`config.mk`:
```
export PLATFORM = sky130hd
export DESIGN_NAME = sspu_div
export DESIGN_NICKNAME = d
export VERILOG_FILES = /design/src/hdl/sspu_div.sv
export SDC_FILE = /design/constraint.sdc
export NUM_CORES = 1
export LEC_CHECK = 0
export BUFFER_PORTS_ARGS = -buffer_cell sky130_fd_sc_hd__buf_4
export CELL_PAD_IN_SITES_DETAIL_PLACEMENT = 0
export CELL_PAD_IN_SITES_GLOBAL_PLACEMENT = 1
export CORE_MARGIN = 5
export CORE_UTILIZATION = 40
export DETAILED_ROUTE_END_ITERATION = 12
export PLACE_DENSITY = 0.74
export SYNTH_ARGS = -nofsm -noshare
export SYNTH_HDL_FRONTEND = slang
export SYNTH_SLANG_ARGS = --single-unit
```
`constraint.sdc`:
```
create_clock -name aclk -period 7.9 [get_ports aclk]
set_clock_uncertainty 0.05 [all_clocks]
set_input_delay 1.185 -clock aclk [delete_from_list [all_inputs] [get_ports aclk]]
set_output_delay 1.185 -clock aclk [all_outputs]
set_load 0.05 [all_outputs]
```
`src/hdl/sspu_div.sv`:
```
// Pipelined restoring divider, one quotient bit per register stage.
// The user must hold the divisor steady while items are in flight; the block does not enforce it. No package use.
`default_nettype none

module sspu_div #(
    parameter int NW = 16,
    parameter int DW = 8,
    parameter int QW = 8
) (
    input  wire logic          aclk,
    input  wire logic          ce,
    input  wire logic [NW-1:0] num,
    input  wire logic [DW-1:0] den,
    output logic [QW-1:0]      quo
);

    localparam int CW = (NW > DW + QW) ? NW : DW + QW;

    logic [CW-1:0] rem_reg [QW];
    logic [QW-1:0] quo_reg [QW];

    for (genvar k = 0; k < QW; k++) begin : g_stage
        logic [CW-1:0] rem_cur;
        logic [QW-1:0] quo_cur;
        logic [CW-1:0] trial;
        logic          fits;

        if (k == 0) begin : g_first
            assign rem_cur = CW'(num);
            assign quo_cur = '0;
        end else begin : g_next
            assign rem_cur = rem_reg[k-1];
            assign quo_cur = quo_reg[k-1];
        end

        assign trial = CW'(den) << (QW - 1 - k);
        assign fits  = rem_cur >= trial;

        always_ff @(posedge aclk) begin
            if (ce) begin
                rem_reg[k] <= fits ? rem_cur - trial : rem_cur;
                quo_reg[k] <= quo_cur | (QW'(fits) << (QW - 1 - k));
            end
        end
    end

    assign quo = quo_reg[QW-1];

endmodule

`default_nettype wire

```
==> out/metrics.cfg, run 1 <==
[run_status]
status=complete, no violations

[timing]
worst_pin_slew_ps=1150
hold_viol=0
fin_tns_setup_ps=0
finalCritPeriodShare_pct=49.1
setup_viol=0
report.final.slew_viol_count=0
relSlewSlack_pct=23.6
fin_crit_ps=3880
max_freq_mhz=258
rsz0062_at_grt=no

[power_and_ir_drop]
power_density_nw_per_um2=295
p_switching_uw=923
swShare_pct=32.5
vdd_ir_drop_max_v=0.000177
seq_power_share_pct=41.9
combinationalPowerShare_pct=29.2
p_leak_nw=3.58
p_int_mw=1.92
clockPowerShare_pct=29.0

[cells_and_area]
nNetsFinal=861
largest_register_ffs=112
instances_no_fill=1052
drive_gt1_share_pct=14.4
num_antenna_cells=0
syn_to_final_growth_pct=13.9

[floorplan]
dieArea_um2=24100
die_x_um=155
fp-row-count=53
chipHeight_um=155
coreArea_um2=20900
pin_count=34
initial_utilization_pct=40.5

[routing]
drc=0
dr.pass1.iters=5
dr.first_iter.drc_count=301
num_vias=5741
viasPerCell=5.46
postRouteAntennaNets=0
wl_per_cell_um=16.2
drt-total-wl_um=17100

[critical_path]
worst_setup_path_start_kind=input port
critical_path_class=input port to flip-flop
worstReg2RegStart=rem_reg[0][6]$_DFFE_PP_
critPathSlowestCell=nor4_2
worst-path-max-fanout=10
required_ps=8030
crit_arrival_ps=4010
crit_start=den[1]
cp_slowest_stage_delay_ps=810
path_cells=buf_4 -> inv_1 -> fa_1 -> a41oi_1 -> o221a_2 -> nor2_1 -> nor4_2 -> mux2_2
endpoint_kind=flip-flop

[cts]
clkTransAtPathRegs_ps=70
root_buffer=clkbuf_16
numCtsBuffers=17
ctsHoldBuffers=0
clock_path_buffers=2
cts_tree=yes
cts_setup_buffers=0
cts_sinks=148
cts-resized-gates=0
clk_latency_ps=430
cts-htree-levels=4

[synthesis]
syn_avg_cell_area_um2=11.8
syn-cell-area_um2=8460
synth_ff_type=edfxtp_1
synth_nets=813
synth-edff-count=148
synth_seq_cells=148
ys_warn_count=0
syn_inst=716
synthDistinctLibCells=63
async_reset_ff_share_pct=0
ys_seq_area_share_pct=52.6

[grt]
grt_pass1_vias=6217
grt_max_degree=91
antenna_found_initial=0
grt-ovfl-total=0
grtUsageTotal_pct=14.9
grt_pass1_wl_um=28900

[placement]
gp_congestion=0.932
post-dp-hpwl_um=12600
dp.cells=1020
io_buffers=33

[worst_hold_path]
hp-class=flip-flop to flip-flop
holdCritStartpoint=quo_reg[1][5]$_DFFE_PP_

[flow_run]
maxCapViolCount=0

==> cells by family (layout without fill, tap and decap cells) <==
| logic type | count (synthesis) | in the layout | synth area share (%) |
|---|---|---|---|
| simple gates | 212 | 212 | 13.2 |
| compound gates | 173 | 173 | 13.3 |
| flops | 148 | 148 | 52.6 |
| fa+ha+maj | 71 | 71 | 11.1 |
| buf+inv | 46 | 107 | 2.32 |
| xor+xnor | 44 | 44 | 4.56 |
| mux | 22 | 22 | 2.90 |
==> cell usage after synthesis, drive strengths merged (3+ instances only) <==
cell type	n	area [µm²]
edfxtp	148	4440
o21ai	65	348
ha	64	801
nand2	55	221
nor2	45	169
inv	39	146
a21oi	29	145
xnor2	25	219
nor3	23	120
mux2	20	225
xor2	19	166
nand2b	16	100
o21a	14	105
nor2b	13	81.3
nand3	11	55.1
nor4	11	75.1
a21o	10	75.1
or3	10	77.6
o31ai	9	67.6
a211oi	7	52.6
fa	7	140
a31oi	5	37.5
clkbuf	5	18.8
o31a	5	43.8
or4	5	37.5
nand4	4	25.0
a211o	3	26.3
nand4b	3	26.3
nor4b	3	26.3
o2111ai	3	26.3
o211a	3	30.0
o211ai	3	22.5
o21bai	3	22.5
==> power by group through the flow <==
stage / logic [mW] / registers (mW) / clock network, mW
after floorplan: 0.642 / 1.17 / 0
after global placement: 0.792 / 1.20 / 0
after detailed placement: 0.822 / 1.21 / 0
after CTS: 0.829 / 1.19 / 0.852
after global routing: 0.938 / 1.21 / 0.881
final: 0.830 / 1.19 / 0.824
==> metal layers <==
metal	vias to the layer above	track usage (%)	routed length, µm
li1	2818	-	-
met1	2746	15.3	6770
met2	128	28.2	9260
met3	49	3.28	505
met4	0	7.50	549
met5	-	0	0
==> path summary, 6_finish.rpt <==
check	endpoint	slack, ps	cells after the start
worst max-delay path	rem_reg[1][13]$_DFFE_PP_	4020	8
worst max register to register	rem_reg[1][13]$_DFFE_PP_	4680	9
worst min register to register	quo_reg[1][13]$_DFFE_PP_	370	0
worst min-delay path	quo_reg[1][13]$_DFFE_PP_	370	0
==> cell usage in the layout, fill, tap and decap left out, types with 6 or more instances in the layout <==
cell	synthesis	layout
fa_1	7	7
nor2_1	45	45
o21a_1	14	14
nand3_1	11	11
o21ai_2	6	6
inv_1	39	39
nand2_1	49	49
nor2b_1	13	13
xor2_1	19	19
inv_6	0	6
ha_1	64	64
o31ai_1	9	9
nor4_1	10	10
a21oi_1	29	29
xnor2_1	25	25
a21o_1	10	10
a211oi_1	7	7
nand2b_1	16	16
or3_1	7	7
nand2_2	6	6
buf_4	0	35
nor3_1	22	22
edfxtp_1	148	148
mux2_2	19	19
clkbuf_16	0	17
o21ai_0	58	58
==> final cells by class <==
class	instances	area, µm²
clock buffers	17	425
clock inverters	15	184
fillers	1884	11300
inverters	39	146
multi-input cells	522	3810
flip-flops and latches	148	4440
well taps	275	344
repair buffers	36	274
==> metrics by stage <==
| stage | util [%] | power [mW] | hold slack (ps) | instance area (µm²) | setup WS [ps] |
|---|---|---|---|---|---|
| floorplan | - | 1.82 | 350 | 8460 | 4370 |
| global placement | 43.2 | 1.99 | 352 | 9020 | 3670 |
| detailed placement | 43.2 | 2.03 | 355 | 9020 | 3500 |
| CTS | 46.1 | 2.87 | 367 | 9630 | 3990 |
| global route | 46.1 | 3.03 | 377 | 9630 | 3860 |
| finish | 46.1 | 2.84 | 365 | 9630 | 4020 |
==> worst max-delay path, delay by kind of cell <==
kind | cells | cell delay (ps)
multiplexers | 1 | 420
AO/OA/AOI/OAI | 2 | 540
AND/OR/NAND/NOR | 2 | 870
buffers and inverters | 2 | 440
adder cells (fa/ha/maj) | 1 | 550
(Power assumes the default switching activity.)
==> inputs of run 2 (changes only) <==
--- a/config.mk
+++ b/config.mk
@@ -11,7 +11,7 @@
 export CORE_MARGIN = 5
 export CORE_UTILIZATION = 40
 export DETAILED_ROUTE_END_ITERATION = 12
-export PLACE_DENSITY = 0.74
+export PLACE_DENSITY = 0.77
 export SYNTH_ARGS = -nofsm -noshare
 export SYNTH_HDL_FRONTEND = slang
 export SYNTH_SLANG_ARGS = --single-unit
==> constraint.sdc (replaced) <==
create_clock -name aclk -period 3.2 [get_ports aclk]
set_clock_uncertainty 0.05 [all_clocks]
set_input_delay 0.48 -clock aclk [delete_from_list [all_inputs] [get_ports aclk]]
set_output_delay 0.48 -clock aclk [all_outputs]
set_load 0.05 [all_outputs]
==> run 2 against run 1 <==
Against the previous run:
- worst setup slack got worse by 3500 ps
- power rose by 140%
- critical endpoint is now rem_reg[6][5]$_DFFE_PP_
- die area did not move
- utilization rose by 0.71 points
- wire length fell by 8.5%
- via count fell by 3.0%
==> out/metrics.cfg, run 2 (same netlist as run 1, synthesis figures left out) <==
[run_status]
status=complete, no violations

[cts]
clkTransAtPathRegs_ps=60  ; about the same
cts-htree-levels=4  ; unchanged
cts_setup_buffers=0  ; unchanged
cts_sinks=148  ; unchanged
numCtsBuffers=17  ; unchanged
ctsHoldBuffers=0  ; unchanged
clock_path_buffers=2  ; unchanged
cts_tree=yes
clk_latency_ps=420  ; about the same
cts-resized-gates=0  ; unchanged
root_buffer=clkbuf_16

[cells_and_area]
syn_to_final_growth_pct=15.7
drive_gt1_share_pct=16.2  ; +1.8 points
fillCellCount=1931  ; +2.5%
num_antenna_cells=0  ; unchanged
final_common_cell=edfxtp_1
largest_register_ffs=112  ; unchanged
final_cell_mix=edfxtp_1, ha_1, o21ai_0, buf_4, nand2_1
fin_util_pct=46.8  ; +0.71 points
nNetsFinal=881  ; +2.3%

[critical_path]
worst_setup_path_start_kind=flip-flop
crit_arrival_ps=2780  ; -1230 ps
crit_start=rem_reg[5][8]$_DFFE_PP_
critPathMostFrequentCell=or3_4
crit_family=simple AND/OR/NAND/NOR gates
cp_slowest_stage_delay_ps=390  ; -420 ps
cp_num_buf_inv=1  ; -1
path_cells=ha_1 -> or3_1 -> or3_4 -> or3_4 -> a31oi_2 -> buf_4 -> mux2_1
required_ps=3320  ; -4710 ps
critPathSlowestCell=edfxtp_1
critical_path_class=flip-flop to flip-flop
endpoint_kind=flip-flop
worst-path-max-fanout=6  ; -4
worstReg2RegStart=rem_reg[5][8]$_DFFE_PP_

[grt]
grt_pass1_vias=5795  ; -6.8%
grtUsageTotal_pct=13.7  ; -1.2 points
antenna_found_initial=0  ; unchanged
grt-ovfl-total=0  ; unchanged
grt_max_degree=76  ; -16%
grt_pass1_wl_um=26500  ; -8.4%

[timing]
fin_crit_ps=2660
fin_tns_setup_ps=0  ; unchanged
hold_viol=0  ; unchanged
setup_viol=0  ; unchanged
relSlewSlack_pct=51.2  ; +28 points
report.final.slew_viol_count=0  ; unchanged
worst_pin_slew_ps=714  ; -432 ps
max_freq_mhz=376
finalCritPeriodShare_pct=83.2
rsz0062_at_grt=no

[worst_hold_path]
holdCritStartpoint=num[4]
hp-class=input port to flip-flop

[floorplan]
initial_utilization_pct=40.5  ; unchanged
dieArea_um2=24100  ; unchanged
coreArea_um2=20900  ; unchanged
fp-row-count=53  ; unchanged
pin_count=34  ; unchanged
die_x_um=155  ; unchanged
chipHeight_um=155  ; unchanged

[routing]
num_vias=5571  ; -3.0%
dr.first_iter.drc_count=240  ; -20%
drt-total-wl_um=15600  ; -8.5%
wl_per_cell_um=14.6  ; -10%
dr.pass1.iters=4  ; -1
drc=0  ; unchanged
postRouteAntennaNets=0  ; unchanged
viasPerCell=5.20  ; -4.8%

[power_and_ir_drop]
power_density_nw_per_um2=709  ; +140%
p_leak_nw=3.66  ; +2.4%
vdd_ir_drop_max_v=0.000430  ; +140%

[placement]
post-dp-hpwl_um=11900  ; -5.4%
io_buffers=33  ; unchanged
gp_congestion=0.803  ; -14%

[flow_run]
maxCapViolCount=0  ; unchanged

## run 2: cell count changes in the layout (fill, tap and decap cells not counted)
cell        before  now
buf_12           0    2
buf_4           35   53
bufinv_16        1    2
clkbuf_1         0    3
clkinv_4         0    3
clkinv_8         3    0
clkinvlp_4       1    3
inv_6            6    3
inv_8            4    1
## run 2: final cells by class
cell class / count / area (µm²) / area share, %
inverters: 39 / 146 / 1.50
clock buffers: 20 / 437 / 4.46
flip-flops and latches: 148 / 4440 / 45.4
multi-input cells: 522 / 3810 / 39.0
clock inverters: 12 / 146 / 1.50
repair buffers: 56 / 449 / 4.59
well taps: 275 / 344 / 3.52
## run 2: worst reg2reg max path, stage by stage (launching register included)
cell      delay [ps]
edfxtp_1         390
ha_1             260
or3_1            340
or3_4            360
or3_4            350
a31oi_2          170
buf_4            180
mux2_1           320
## run 2: routing by layer
metal / track usage, % / wire, µm / vias to the layer above
met5: 0 / 0 / -
met4: 5.67 / 355 / 0
met3: 2.84 / 403 / 21
met2: 25.2 / 8240 / 75
met1: 15.3 / 6640 / 2619
li1: - / - / 2856
## run 2: power breakdown
group	internal, mW	leakage, nW	total [mW]	switching, mW
clock network	1.16	0.274	1.97	0.808
logic	0.972	1.97	2.04	1.07
registers	2.69	1.42	2.92	0.239
## run 2: path summary, 6_finish.rpt
kind	to	slack, ps	cells past startpoint
max	rem_reg[6][5]$_DFFE_PP_	540	7
min	rem_reg[0][4]$_DFFE_PP_	200	1
max reg2reg	rem_reg[6][5]$_DFFE_PP_	540	7
min reg2reg	quo_reg[1][11]$_DFFE_PP_	370	0
## run 2: through the flow
step | hold WS, ps | setup slack (ps) | total power, mW | std cells | cell area (µm²)
5_1_grt | 177 | 352 | 7.41 | 1072 | 9780
6_report | 198 | 538 | 6.94 | 1072 | 9780
4_1_cts | 175 | 519 | 7.01 | 1072 | 9780
3_3_place_gp | 351 | 229 | 4.98 | 1040 | 9200
2_1_floorplan | 350 | 373 | 4.48 | 716 | 8460
3_5_place_dp | 355 | 208 | 5.01 | 1040 | 9200
